<file path="config.mk">
export PLATFORM = sky130hd
export DESIGN_NAME = dgp_cordic
export DESIGN_NICKNAME = d
export VERILOG_FILES = /design/src/rtl/dgp_pkg.sv /design/src/rtl/dgp_cordic.sv
export SDC_FILE = /design/constraint.sdc
export NUM_CORES = 2
export LEC_CHECK = 0
export BUFFER_PORTS_ARGS = -buffer_cell sky130_fd_sc_hd__buf_4
export CORE_UTILIZATION = 55
export CTS_BUF_LIST = sky130_fd_sc_hd__clkbuf_4 sky130_fd_sc_hd__clkbuf_8
export CTS_CLUSTER_SIZE = 25
export DETAILED_ROUTE_END_ITERATION = 7
export PLACE_DENSITY = 0.71
export SETUP_SLACK_MARGIN = 0.05
export SLEW_MARGIN = 20
export SYNTH_ARGS = -nofsm -noshare
export SYNTH_HDL_FRONTEND = slang
export SYNTH_SLANG_ARGS = --single-unit
</file>
<file path="constraint.sdc">
create_clock -name i_clk -period 14.5 [get_ports i_clk]
set_input_delay 2.9 -clock i_clk [delete_from_list [all_inputs] [get_ports i_clk]]
set_output_delay 2.9 -clock i_clk [all_outputs]
set_load 0.02 [all_outputs]
</file>
<file path="src/rtl/dgp_pkg.sv">
`timescale 1ns / 1ps
package dgp_pkg;

    // Angle limits in rad/8192: an error magnitude above PI_Q lies past pi
    localparam int PI_Q    = 25735;
    localparam int TWOPI_Q = 51472;

    localparam int SQRT_STEPS   = 21;
    localparam int CORDIC_STEPS = 20;

    // Bearing accumulator scale is rad * 2^24
    localparam logic signed [27:0] HALF_PI_F = 28'sd26353589;

    localparam logic [23:0] ATAN_TAB [CORDIC_STEPS] = '{
        24'd13176795, 24'd7778716, 24'd4110060, 24'd2086331, 24'd1047214,
        24'd524117, 24'd262123, 24'd131069, 24'd65536, 24'd32768,
        24'd16384, 24'd8192, 24'd4096, 24'd2048, 24'd1024,
        24'd512, 24'd256, 24'd128, 24'd64, 24'd32
    };

    typedef enum logic [2:0] {
        MODE_STOP    = 3'd0,
        MODE_ROT_CCW = 3'd1,
        MODE_ROT_CW  = 3'd2,
        MODE_FWD     = 3'd3,
        MODE_ARC_L   = 3'd4,
        MODE_ARC_R   = 3'd5
    } t_mode;

    typedef enum logic [2:0] {
        CFG_MAX_SPEED  = 3'd0,
        CFG_ROT_GAIN   = 3'd1,
        CFG_HEAD_GAIN  = 3'd2,
        CFG_DIST_GAIN  = 3'd3,
        CFG_SIN_GAIN   = 3'd4,
        CFG_COS_GAIN   = 3'd5,
        CFG_HEAD_WIN   = 3'd6
    } t_cfg_idx;

    // Per-item terms that ride beside the root and bearing pipelines
    typedef struct packed {
        logic                inpos;
        logic                stop;
        logic                rot_neg;
        logic [14:0]         rot_s;
        logic signed [15:0]  pa;
        logic                dy_neg;
        logic signed [18:0]  sterm;
        logic signed [18:0]  cterm;
    } t_side;

endpackage

</file>
<file path="src/rtl/dgp_cordic.sv">
`timescale 1ns / 1ps
module dgp_cordic (
    input  logic               i_clk,
    input  logic               i_en,
    input  logic signed [20:0] i_dx,
    input  logic signed [20:0] i_dy,
    output logic signed [16:0] o_av
);

    localparam int N = dgp_pkg::CORDIC_STEPS + 1;

    logic signed [23:0] r_x [N];
    logic signed [23:0] r_y [N];
    logic signed [27:0] r_z [N];
    logic               r_zero [N];
    logic signed [23:0] n_x [N];
    logic signed [23:0] n_y [N];
    logic signed [27:0] n_z [N];
    logic               n_zero [N];
    logic signed [27:0] z_rnd;

    // Stage 0 folds the left half plane, then one vectoring step per stage
    always_comb begin
        logic signed [23:0] x0;
        logic signed [23:0] y0;
        logic signed [23:0] xs;
        logic signed [23:0] ys;
        x0 = 24'(i_dx);
        y0 = 24'(i_dy);
        n_zero[0] = (i_dx == '0) && (i_dy == '0);
        if (x0 < 0) begin
            if (y0 >= 0) begin
                n_x[0] = y0;
                n_y[0] = -x0;
                n_z[0] = dgp_pkg::HALF_PI_F;
            end else begin
                n_x[0] = -y0;
                n_y[0] = x0;
                n_z[0] = -dgp_pkg::HALF_PI_F;
            end
        end else begin
            n_x[0] = x0;
            n_y[0] = y0;
            n_z[0] = '0;
        end
        for (int i = 1; i < N; i++) begin
            xs = r_x[i-1] >>> (i - 1);
            ys = r_y[i-1] >>> (i - 1);
            n_zero[i] = r_zero[i-1];
            if (r_y[i-1] > 0) begin
                n_x[i] = r_x[i-1] + ys;
                n_y[i] = r_y[i-1] - xs;
                n_z[i] = r_z[i-1] + $signed({4'b0000, dgp_pkg::ATAN_TAB[i-1]});
            end else begin
                n_x[i] = r_x[i-1] - ys;
                n_y[i] = r_y[i-1] + xs;
                n_z[i] = r_z[i-1] - $signed({4'b0000, dgp_pkg::ATAN_TAB[i-1]});
            end
        end
    end

    always_ff @(posedge i_clk) begin
        if (i_en) begin
            r_x    <= n_x;
            r_y    <= n_y;
            r_z    <= n_z;
            r_zero <= n_zero;
        end
    end

    // Round the angle to rad/8192, half up
    assign z_rnd = (r_z[N-1] + 28'sd1024) >>> 11;
    assign o_av  = r_zero[N-1] ? '0 : z_rnd[16:0];

endmodule

</file>
==> flow_summary.yaml <==
synth:
  synth_area_leaders: "edfxtp_1 (39%), ha_1 (15%), xnor2_1 (8.6%)"
  synth_area_sq_um: 111000
  avgSynthCellArea_sq_um: 9.96
  ys_seq_area_frac: 0.386
  syn_inst: 11200
  ys_warn_count: 0
  ys.flop_type: "edfxtp_1"
  synth_cell_types: 108
  synth_area_leader_cell: "edfxtp_1"
  ys_ff_latch: 1431
  netlist.area_leader.share: 0.386
  synth_edf_count: 1431
  async_flop_share: 0
clocking:
  ctsRootBufferMaster: "clkbuf_8"
  cts_resized: 0
  cts.reportedPaths.clkPinSlew_ns: 0.06
  cts_tree: "yes"
  clk_latency_ns: 1.04
  htree_levels: 5
  ctsLongestPathBuffers: 4
  post_cts_buffers: 0
  cts_sinks: 1431
  numCtsBuffers: 278
  hold_buffers: 0
routing:
  firstDrtPassIters: 8
  post_drt_wl_per_cell_microns: 19.4
  viasPerCell: 6.06
  detail-route-antenna-nets: 0
  drc: 0
  vias: 86500
  drt_wl_total_mm: 277
  drtIter0Drc: 6592
global_routing:
  grtUsageTotal: 0.265
  grt_pass1_wl_mm: 438
  grt_start_max_net_pins: 182
  first_global_vias: 83000
  grt-ovfl-total: 0
  antenna_found_initial: 5
worst_hold_path:
  hold_class: "flip-flop to flip-flop"
  hold_depth: 0
sta:
  tns_ns: 0
  drv_slew: 0
  worstMarginPinSlew_ns: 1.13
  grt_setup_unrepaired: "false"
  fin_crit_sh: 0.461
  max_freq_mhz: 150
  hold_viol_final: 0
  setup_viol: 0
  fin_worst_skew_ns: 0.0843
  hold-worst-slack_ns: 0.362
  final.min_clock_period_ns: 6.69
  relSlewSlack: 0.240
die:
  die-area_sq_um: 204000
  die_width_microns: 452
  rows: 164
  core_area_sq_um: 200000
  ios: 61
  die_y_microns: 452
  start_util: 0.556
placed_design:
  numPortBuffers: 60
  place_congestion: 0.965
  hpwl_mm: 216
final_layout:
  n_fill_cell: 16700
  final_layout_size_suffix_gt1_frac: 0.0597
  fin_nets: 12800
  area_growth_pct: 8.08
setup_path:
  path_max_fanout: 39
  r2r_cells: 21
  required_ns: 15.29
  path_class: "flip-flop to flip-flop"
  crit_path_end_kind: "flip-flop"
  cp.arrival_ns: 7.48
  start_kind: "flip-flop"
outcome:
  status: "complete, no violations"
flow_run:
  drv_cap: 0
-- placed cells by master (no fill, tap or decap), types with 35 or more instances in the layout --
cell type,n
and3_1,113
or2_2,54
or4_1,55
nor2b_1,160
inv_1,515
and2_1,59
nand2b_1,132
o21a_1,166
o21ai_0,562
nor3_1,300
o41ai_1,67
a31o_2,38
a211oi_1,82
o21bai_1,168
nand2_1,657
o31ai_1,138
fa_1,55
xor2_1,441
o211ai_1,40
or3_1,119
clkinv_1,74
clkinv_2,35
a21boi_0,49
a21oi_1,941
clkbuf_4,52
a21o_1,335
ha_1,1295
nor2_1,1036
nor4_1,103
nand3_1,196
buf_4,97
edfxtp_1,1431
clkbuf_8,281
a31oi_1,79
nand4_1,52
xnor2_1,1098
-- registers in the layout, summed over array words and instances (netlist names) --
| name | cells |
|---|---|
| r_zero | 1 |
| r_x | 437 |
| n_zero | 20 |
| r_z | 493 |
| r_y | 480 |
-- path summary, 6_finish.rpt --
kind | endpoint | start | slack, ns
worst max-delay path | r_y[334]$_DFFE_PP_ | r_y[344]$_DFFE_PP_ | 7.81
worst min-delay path | r_z[203]$_DFFE_PP_ | r_z[231]$_DFFE_PP_ | 0.36
worst max register to register | r_y[334]$_DFFE_PP_ | r_y[344]$_DFFE_PP_ | 7.81
worst min register to register | r_z[203]$_DFFE_PP_ | r_z[231]$_DFFE_PP_ | 0.36
-- routing by layer --
layer / part of all wire / global-route usage / vias to the layer above
met5: 0.000047 / 0 / -
met4: 0.033 / 0.0948 / 2
met3: 0.063 / 0.0364 / 580
met2: 0.46 / 0.429 / 2596
met1: 0.45 / 0.362 / 41300
li1: - / - / 42100
-- cells by family after synthesis --
kind of cell / after synthesis / share of synthesized area
and+or+nand+nor: 3158 / 0.137
DFF: 1431 / 0.386
AOI/OAI and AO/OA: 3001 / 0.174
muxes: 36 / 0.00332
buffers and inverters: 677 / 0.0232
xor gates and xnor gates: 1539 / 0.121
other: 1 / 0.0000336
adders and majority gates: 1350 / 0.155
-- final cells by class --
cell class                 count  area, sq um  share of cell area
sequential                  1431        43000               0.357
inverter                     526         1980              0.0164
clock inverter               141         1080             0.00900
antenna                        8         20.0            0.000166
clock buffer                 333         4260              0.0353
multi-input combinational   9087        66000               0.548
tap                         2656         3320              0.0276
timing repair buffer         101          816             0.00677
-- synth_stat cells (all sizes together), types with 38 or more instances --
master,instances
a31oi,82
ha,1295
o21a,167
o21ai,572
a21oi,948
clkbuf,120
nor4,110
or4,55
a2111oi,40
nor2,1038
nand2,661
fa,55
inv,522
o21bai,169
xor2,441
nand4,54
edfxtp,1431
a31o,38
xnor2,1098
a21o,335
nor3,303
and3,113
a21boi,49
nor2b,161
o211ai,40
or2,56
a211oi,84
o31ai,138
nand3,197
nand2b,132
or3,119
o41ai,78
and2,59
-- through the flow --
| stage | std cells | setup WS (ns) | instance area (sq um) | util |
|---|---|---|---|---|
| final | 14300 | 7.81 | 120000 | 0.601 |
| after global routing | 14300 | 7.41 | 120000 | 0.601 |
| after CTS | 14300 | 7.92 | 120000 | 0.601 |
| after detailed placement | 13800 | 7.95 | 115000 | 0.574 |
| after global placement | 13800 | 7.87 | 115000 | 0.574 |
| after floorplan | 11200 | 9.14 | 111000 | - |
-- worst max-delay path: stages, from the launching register on --
cell and delay [ns]:
edfxtp_1 0.50, nor4_1 0.38, nand2b_1 0.15, nor3b_1 0.52, nand2_1 0.23, nor3_1 0.49, a31oi_4 0.14, buf_4 0.31
inv_1 0.68, a21oi_1 0.11, xor2_1 0.19, ha_1 0.35, a21o_1 0.19, a22oi_1 0.23, a21oi_1 0.16, nor4_1 0.30
o21bai_1 0.14, a41o_1 0.27, o41ai_1 0.55, o2111ai_1 0.21, a21oi_1 0.23, xnor2_1 0.08
Power is not shown: default switching activity piles up to over one toggle a cycle in this logic, so the estimate is an artifact.
