===== src/rtl/dgp_pkg.sv =====
`timescale 1ns / 1ps
package dgp_pkg;

    // Angle limits in rad/8192: an error magnitude above PI_Q lies past pi
    localparam int PI_Q    = 25735;
    localparam int TWOPI_Q = 51472;

    localparam int SQRT_STEPS   = 21;
    localparam int CORDIC_STEPS = 20;

    // Bearing accumulator scale is rad * 2^24
    localparam logic signed [27:0] HALF_PI_F = 28'sd26353589;

    localparam logic [23:0] ATAN_TAB [CORDIC_STEPS] = '{
        24'd13176795, 24'd7778716, 24'd4110060, 24'd2086331, 24'd1047214,
        24'd524117, 24'd262123, 24'd131069, 24'd65536, 24'd32768,
        24'd16384, 24'd8192, 24'd4096, 24'd2048, 24'd1024,
        24'd512, 24'd256, 24'd128, 24'd64, 24'd32
    };

    typedef enum logic [2:0] {
        MODE_STOP    = 3'd0,
        MODE_ROT_CCW = 3'd1,
        MODE_ROT_CW  = 3'd2,
        MODE_FWD     = 3'd3,
        MODE_ARC_L   = 3'd4,
        MODE_ARC_R   = 3'd5
    } t_mode;

    typedef enum logic [2:0] {
        CFG_MAX_SPEED  = 3'd0,
        CFG_ROT_GAIN   = 3'd1,
        CFG_HEAD_GAIN  = 3'd2,
        CFG_DIST_GAIN  = 3'd3,
        CFG_SIN_GAIN   = 3'd4,
        CFG_COS_GAIN   = 3'd5,
        CFG_HEAD_WIN   = 3'd6
    } t_cfg_idx;

    // Per-item terms that ride beside the root and bearing pipelines
    typedef struct packed {
        logic                inpos;
        logic                stop;
        logic                rot_neg;
        logic [14:0]         rot_s;
        logic signed [15:0]  pa;
        logic                dy_neg;
        logic signed [18:0]  sterm;
        logic signed [18:0]  cterm;
    } t_side;

endpackage


===== src/rtl/dgp_sqrt.sv =====
`timescale 1ns / 1ps
module dgp_sqrt (
    input  logic        i_clk,
    input  logic        i_en,
    input  logic [41:0] i_rad,
    output logic [20:0] o_root
);

    logic [41:0] r_v    [dgp_pkg::SQRT_STEPS];
    logic [20:0] r_root [dgp_pkg::SQRT_STEPS];
    logic [22:0] r_rem  [dgp_pkg::SQRT_STEPS];
    logic [41:0] n_v    [dgp_pkg::SQRT_STEPS];
    logic [20:0] n_root [dgp_pkg::SQRT_STEPS];
    logic [22:0] n_rem  [dgp_pkg::SQRT_STEPS];

    // One result bit per stage: bring in two radicand bits, try to subtract
    always_comb begin
        logic [41:0] v_src;
        logic [20:0] root_src;
        logic [22:0] rem_src;
        logic [24:0] rem_t;
        logic [24:0] test;
        for (int k = 0; k < dgp_pkg::SQRT_STEPS; k++) begin
            if (k == 0) begin
                v_src    = i_rad;
                root_src = '0;
                rem_src  = '0;
            end else begin
                v_src    = r_v[k-1];
                root_src = r_root[k-1];
                rem_src  = r_rem[k-1];
            end
            rem_t = {rem_src, v_src[41:40]};
            test  = {2'b00, root_src, 2'b01};
            if (rem_t >= test) begin
                n_rem[k]  = 23'(rem_t - test);
                n_root[k] = {root_src[19:0], 1'b1};
            end else begin
                n_rem[k]  = rem_t[22:0];
                n_root[k] = {root_src[19:0], 1'b0};
            end
            n_v[k] = {v_src[39:0], 2'b00};
        end
    end

    // Advance all stages together
    always_ff @(posedge i_clk) begin
        if (i_en) begin
            r_v    <= n_v;
            r_root <= n_root;
            r_rem  <= n_rem;
        end
    end

    assign o_root = r_root[dgp_pkg::SQRT_STEPS-1];

endmodule


===== config.mk =====
export PLATFORM = sky130hd
export DESIGN_NAME = dgp_sqrt
export DESIGN_NICKNAME = d
export VERILOG_FILES = /design/src/rtl/dgp_pkg.sv /design/src/rtl/dgp_sqrt.sv
export SDC_FILE = /design/constraint.sdc
export NUM_CORES = 1
export LEC_CHECK = 0
export BUFFER_PORTS_ARGS = -buffer_cell sky130_fd_sc_hd__buf_2
export CORE_MARGIN = 5
export CORE_UTILIZATION = 40
export DETAILED_ROUTE_END_ITERATION = 8
export PLACE_DENSITY = 0.54
export SYNTH_ARGS = -nofsm -noshare
export SYNTH_HDL_FRONTEND = slang
export SYNTH_SLANG_ARGS = --single-unit

===== constraint.sdc =====
create_clock -name i_clk -period 3.7 [get_ports i_clk]
set_input_delay 0.74 -clock i_clk [delete_from_list [all_inputs] [get_ports i_clk]]
set_output_delay 0.74 -clock i_clk [all_outputs]
set_load 0.05 [all_outputs]

==> results of run 1 <==
worst paths after layout:
kind	startpoint	to	slack [ps]	cells after the start
min reg2reg	n_v[584]	n_v[544]	400	0
min	i_rad[4]	n_v[806]	180	1
max	r_root[51]	r_rem[36]	330	8
max reg2reg	r_root[51]	r_rem[36]	330	8
area by class of cell:
cell class              instances  share of cell area, %
flip-flops and latches       1071                   57.5
multi-input cells            2293                   28.3
clock buffers                 137                   5.37
well taps                    1625                   3.64
inverters                     312                   2.09
repair buffers                117                   1.57
clock inverters                78                   1.53
cells by family (layout without fill, tap and decap cells):
| kind of cell | count (synthesis) | count (layout) | synth area share (%) |
|---|---|---|---|
| multiplexers | 41 | 41 | 0.912 |
| AO/OA/AOI/OAI | 738 | 738 | 9.26 |
| buffers and inverters | 365 | 644 | 2.86 |
| XOR/XNOR | 337 | 337 | 5.98 |
| adder cells (fa/ha/maj) | 251 | 251 | 6.36 |
| flip-flops | 1071 | 1071 | 65.1 |
| other | 1 | 1 | 0.00760 |
| AND/OR/NAND/NOR | 925 | 925 | 9.47 |
placed cells by master, fill, tap and decap left out, drive strengths merged, types with 27 or more instances in the layout:
master / n
nand2b: 49
xor2: 145
xnor2: 192
edfxtp: 1071
nand4: 48
buf: 117
nand3: 61
o21ai: 197
mux2: 32
nor2b: 39
o21a: 52
or3: 39
a211oi: 27
nor2: 239
a21oi: 229
clkbuf: 137
nand2: 196
ha: 251
nor3: 93
clkinv: 49
a21o: 75
inv: 318
nor4: 41
sequential cells by signal (all words and copies together), names as in the netlist:
name / count
n_v: 380
o_root: 21
r_rem: 420
r_v: 40
r_root: 210
layer usage:
metal	routed length, um	track usage (%)	part of all wire (%)	vias to the layer above
met1	39800	17.9	44	13400
met4	2570	4.32	2.9	0
met2	44000	23.6	49	462
met5	0	0	0	-
met3	3580	2.45	4.0	166
li1	-	-	-	14200
through the flow:
stage               hold slack, ps  std cells  area [um^2]
floorplan                      400       3729        49400
global placement               401       5418        52100
detailed placement             405       5418        52100
CTS                           89.4       5633        55900
global route                   108       5633        55900
finish                         181       5633        55900
power breakdown:
| part | internal [W] | switching (W) | total, W | leakage [nW] |
|---|---|---|---|---|
| clock | 0.00680 | 0.00475 | 0.0116 | 1.87 |
| combinational | 0.00225 | 0.00289 | 0.00513 | 9.21 |
| sequential | 0.0151 | 0.000839 | 0.0160 | 10.3 |
| total | 0.0242 | 0.00848 | 0.0326 | 21.3 |
critical path, stage by stage (launching register included):
cell and delay [ps]:
edfxtp_1 400, inv_1 60, ha_1 410, nand3_1 220
nor4_1 850, a21oi_1 260, o211ai_1 150, buf_4 340
mux2_2 400
==> summary.txt, run 1 <==
Synth
  – Post-synthesis net count: 4024
  – Post-Synthesis Cell Area: 49400 um^2
  – Yosys warnings: 0
  – Synth Instances: 3729
  – Main flop type after synthesis: edfxtp_1
  – Post-synth top area cell: edfxtp_1
  – Synth top cells by count: edfxtp_1, inv_1, ha_1
  – EDFF count, synth: 1071
  – Synth top area share: 65.1%
  – Distinct cells, synth: 78
  – Synth async-reset ratio: 0%
  – Sequential-to-total area share from yosys stat: 65.1%
  – Top-count cell post-synth: edfxtp_1
  – Synth top area cells: edfxtp_1, ha_1, xnor2_1, xor2_1, inv_1
  – Synth Area per Inst: 13.2 um^2
  – Register bit total from synthesis: 1071

Cells and area
  – Syn-to-layout area delta: 13.3%
  – Antenna diodes: 0
  – Layout cell share with drive strength beyond 1: 9.23%
  – Fill count: 10900
  – Layout Utilization: 45.8%
  – Fin nets: 4207
  – Sequential cell area: 32200 um^2
  – Area of the multi-input gates: 15800 um^2

Route
  – DRT antenna net count: 0
  – Drt initial violations: 1780
  – Total routed wirelength: 89900 um
  – DR pass1 iterations: 5
  – Vias per cell: 5.01
  – DRC viols: 0
  – Routed via count: 28200
  – Routed WL per cell: 16.0 um

GRT
  – Initial antenna violation count: 1
  – Total grt overflow: 0
  – First-pass GRT wire length: 148000 um
  – Vias in the first global route: 28100
  – Largest net degree at the start of global routing: 136
  – All-Layer GR Usage: 13.8%

Place
  – Port Buffers: 64
  – Setup WS pre-CTS: 469 ps
  – Post-DP HPWL: 64100 um
  – Gpl congestion: 0.850

STA
  – Final Max Slew Viols: 0
  – Actual slew at the worst max-slew pin: 995 ps
  – Setup_tns: 0 ps
  – Fin crit period: 3370 ps
  – Final Hold Viols: 0
  – Peak Freq: 0.297 GHz
  – Skew final: 36.5 ps
  – Final Cycle Share: 91.0%
  – RSZ-0062 raised after global routing: false
  – Final setup violation count: 0
  – Final worst setup slack: 334 ps
  – Slew margin rel.: 33.2%

Die
  – Core area: 122000 um^2
  – Die area: 131000 um^2
  – # rows: 128
  – Die Width: 361 um
  – Initial cell density of the core: 40.4%
  – I/O pin cnt: 65
  – Die height: 361 um

Setup path
  – CP Capture Type: register
  – WP data required: 4170 ps
  – Critical Path Start Type: register
  – Crit path kind: reg -> reg
  – Worst EP arrival: 3840 ps
  – CP max FO: 27

Clock network
  – Post-CTS Hold Buffers: 0
  – CTS tree: built
  – Clock sinks: 1071
  – CTS clk-pin slew, worst paths: 60 ps
  – Cts repair resizes: 0
  – Clock Path Buffers: 3
  – H-Tree Depth: 3
  – Post-CTS setup buffers: 0
  – Clk root buf: clkbuf_16
  – Worst-Skew Late Latency: 730 ps
  – Num CTS Buffers: 117

Flow run
  – Max_cap viols: 0

Power and ir drop
  – Total power: 0.0326 W
  – Max IR drop VDD: 0.492 mV
  – Leak pwr: 21.3 nW
  – Pwr dens: 584 nW/um^2

Run status
  – Outcome: finished clean

Worst hold path
  – Hold WC Path Type: in -> reg
Note: power is estimated with default switching activity, not from simulation.
==> run 2: changes to the inputs <==
--- a/config.mk
+++ b/config.mk
@@ -10,6 +10,7 @@
 export CORE_UTILIZATION = 40
 export DETAILED_ROUTE_END_ITERATION = 8
 export PLACE_DENSITY = 0.54
+export REMOVE_ABC_BUFFERS = 1
 export SYNTH_ARGS = -nofsm -noshare
 export SYNTH_HDL_FRONTEND = slang
 export SYNTH_SLANG_ARGS = --single-unit
==> summary.txt, run 2 (synthesized netlist as in run 1, its figures left out) <==
Run status
  – Outcome: finished clean (unchanged)

Clock network
  – H-Tree Depth: 3 (unchanged)
  – Clock sinks: 1071 (unchanged)
  – Post-CTS Hold Buffers: 0 (unchanged)
  – CTS tree: built (unchanged)
  – Num CTS Buffers: 115 (was 117)
  – CTS clk-pin slew, worst paths: 60 ps (about the same)
  – Clock Path Buffers: 3 (unchanged)
  – Post-CTS setup buffers: 0 (unchanged)
  – Worst-Skew Late Latency: 740 ps (was 730 ps)
  – Cts repair resizes: 0 (unchanged)
  – Clk root buf: clkbuf_16 (unchanged)

Setup path
  – Crit path kind: reg -> reg (unchanged)
  – Most common cell on crit path: o21a_1
  – Worst path max stage delay: 580 ps (was 850 ps)
  – Slowest cell on crit path: o211ai_1 (was nor4_1)
  – Worst Reg2Reg Path Length in Cells: 10 (was 8)
  – Worst EP arrival: 3730 ps (was 3840 ps)
  – CP max FO: 30 (was 27)
  – WP data required: 4180 ps (was 4170 ps)
  – CP Capture Type: register (unchanged)
  – Worst-path cell chain: inv_1, ha_1, o21a_1, o22ai_1, o21a_1, o2111ai_1, a21oi_1, o211ai_1, buf_12, mux2_2 (was inv_1, ha_1, nand3_1, nor4_1, a21oi_1, o211ai_1, buf_4, mux2_2)
  – Critical Path Start Type: register (unchanged)

STA
  – Final Cycle Share: 87.8% (was 91.0%)
  – Peak Freq: 0.308 GHz (was 0.297 GHz)
  – Skew final: 59.2 ps (was 36.5 ps)
  – Slew margin rel.: 37.5% (was 33.2%)
  – Final setup violation count: 0 (unchanged)
  – RSZ-0062 raised after global routing: false (unchanged)
  – Final Max Slew Viols: 0 (unchanged)
  – Final Hold Viols: 0 (unchanged)
  – Fin crit period: 3250 ps (was 3370 ps)
  – Setup_tns: 0 ps (unchanged)
  – Actual slew at the worst max-slew pin: 931 ps (was 995 ps)

GRT
  – Vias in the first global route: 28300 (was 28100)
  – Initial antenna violation count: 0 (was 1)
  – All-Layer GR Usage: 14.5% (was 13.8%)
  – Total grt overflow: 0 (unchanged)
  – Largest net degree at the start of global routing: 93 (was 136)
  – First-pass GRT wire length: 153000 um (was 148000 um)

Route
  – Total routed wirelength: 94800 um (was 89900 um)
  – Routed WL per cell: 16.8 um (was 16.0 um)
  – DRC viols: 0 (unchanged)
  – Drt initial violations: 1556 (was 1780)
  – Vias per cell: 5.01 (about the same)
  – DRT antenna net count: 0 (unchanged)
  – Routed via count: 28300 (was 28200)
  – DR pass1 iterations: 5 (unchanged)

Die
  – Initial cell density of the core: 40.4% (unchanged)
  – Die height: 361 um (unchanged)
  – Core area: 122000 um^2 (unchanged)
  – I/O pin cnt: 65 (unchanged)
  – Die area: 131000 um^2 (unchanged)
  – Die Width: 361 um (unchanged)
  – # rows: 128 (unchanged)

Cells and area
  – Most frequent cells in the layout: edfxtp_1, inv_1, ha_1, nor2_1, a21oi_1 (unchanged)
  – Max reg flops: 420 (unchanged)
  – Most flop-heavy register: r_rem (unchanged)
  – Most common cell after layout, fill and taps aside: edfxtp_1 (unchanged)
  – Antenna diodes: 0 (unchanged)
  – Fin nets: 4212 (was 4207)
  – Syn-to-layout area delta: 13.4% (was 13.3%)
  – Layout cell share with drive strength beyond 1: 9.10% (was 9.23%)

Place
  – Gpl congestion: 0.831 (was 0.850)
  – Post-DP HPWL: 68400 um (was 64100 um)
  – Port Buffers: 64 (unchanged)

Power and ir drop
  – Max IR drop VDD: 0.426 mV (was 0.492 mV)
  – Total power: 0.0326 W (about the same)
  – Pwr dens: 583 nW/um^2 (was 584 nW/um^2)
  – Leak pwr: 21.4 nW (was 21.3 nW)

Worst hold path
  – Hold WC Path Type: in -> reg (unchanged)
  – Hold Path Stages: 1 (unchanged)

Flow run
  – Max_cap viols: 0 (unchanged)
[run 2: cell types whose count changed in the layout (fill, tap and decap cells not counted), moves of 2 or more]
cell / before / now
buf_12: 12 / 16
clkbuf_16: 117 / 115
buf_4: 41 / 44
clkinv_2: 24 / 16
inv_6: 3 / 5
clkinvlp_4: 9 / 4
clkinv_1: 20 / 23
clkbuf_1: 20 / 27
inv_16: 3 / 1
[run 2: area by class of cell]
class	instances	area, um^2
sequential	1071	32200
multi-input combinational	2293	15800
fill	11000	66200
timing repair buffer	124	981
tap	1625	2030
inverter	312	1170
clock buffer	142	2980
clock inverter	71	822
[run 2: report_power, final]
part | total (W) | internal [W] | switching, W
logic | 0.00523 | 0.00226 | 0.00297
clock network | 0.0114 | 0.00672 | 0.00472
registers | 0.0160 | 0.0151 | 0.000869
total | 0.0326 | 0.0241 | 0.00856
[run 2: path summary, 6_finish.rpt]
kind                                   to       start  slack (ps)
worst max-delay path            r_rem[30]  r_root[44]         450
worst min-delay path             n_v[833]   i_rad[31]         180
worst max register to register  r_rem[30]  r_root[44]         450
worst min register to register   n_v[622]    n_v[662]         400
[run 2: metrics by stage]
stage                     area, um^2  hold slack, ps  setup slack, ps  utilization, %  std cells
after CTS                      56000            90.9              442            45.8       5638
after global placement         52200             400              486            42.7       5425
after global routing           56000             111              119            45.8       5638
final                          56000             177              451            45.8       5638
after detailed placement       52200             405              442            42.7       5425
after floorplan                49100             400             -741               -       3676
[run 2: critical path, delay by kind of cell, from the launching register on]
family | cells | cell delay (ps)
DFF | 1 | 440
AOI/OAI and AO/OA | 6 | 1540
adders and majority gates | 1 | 310
muxes | 1 | 360
buffers and inverters | 2 | 340
[run 2: metal layers]
layer	share of wire (%)	wire [um]	track usage, %	up-vias
li1	-	-	-	14200
met1	43	41200	18.0	13500
met2	51	48000	25.7	360
met3	3.1	2940	2.54	165
met4	2.8	2650	4.34	0
met5	0	0	0	-
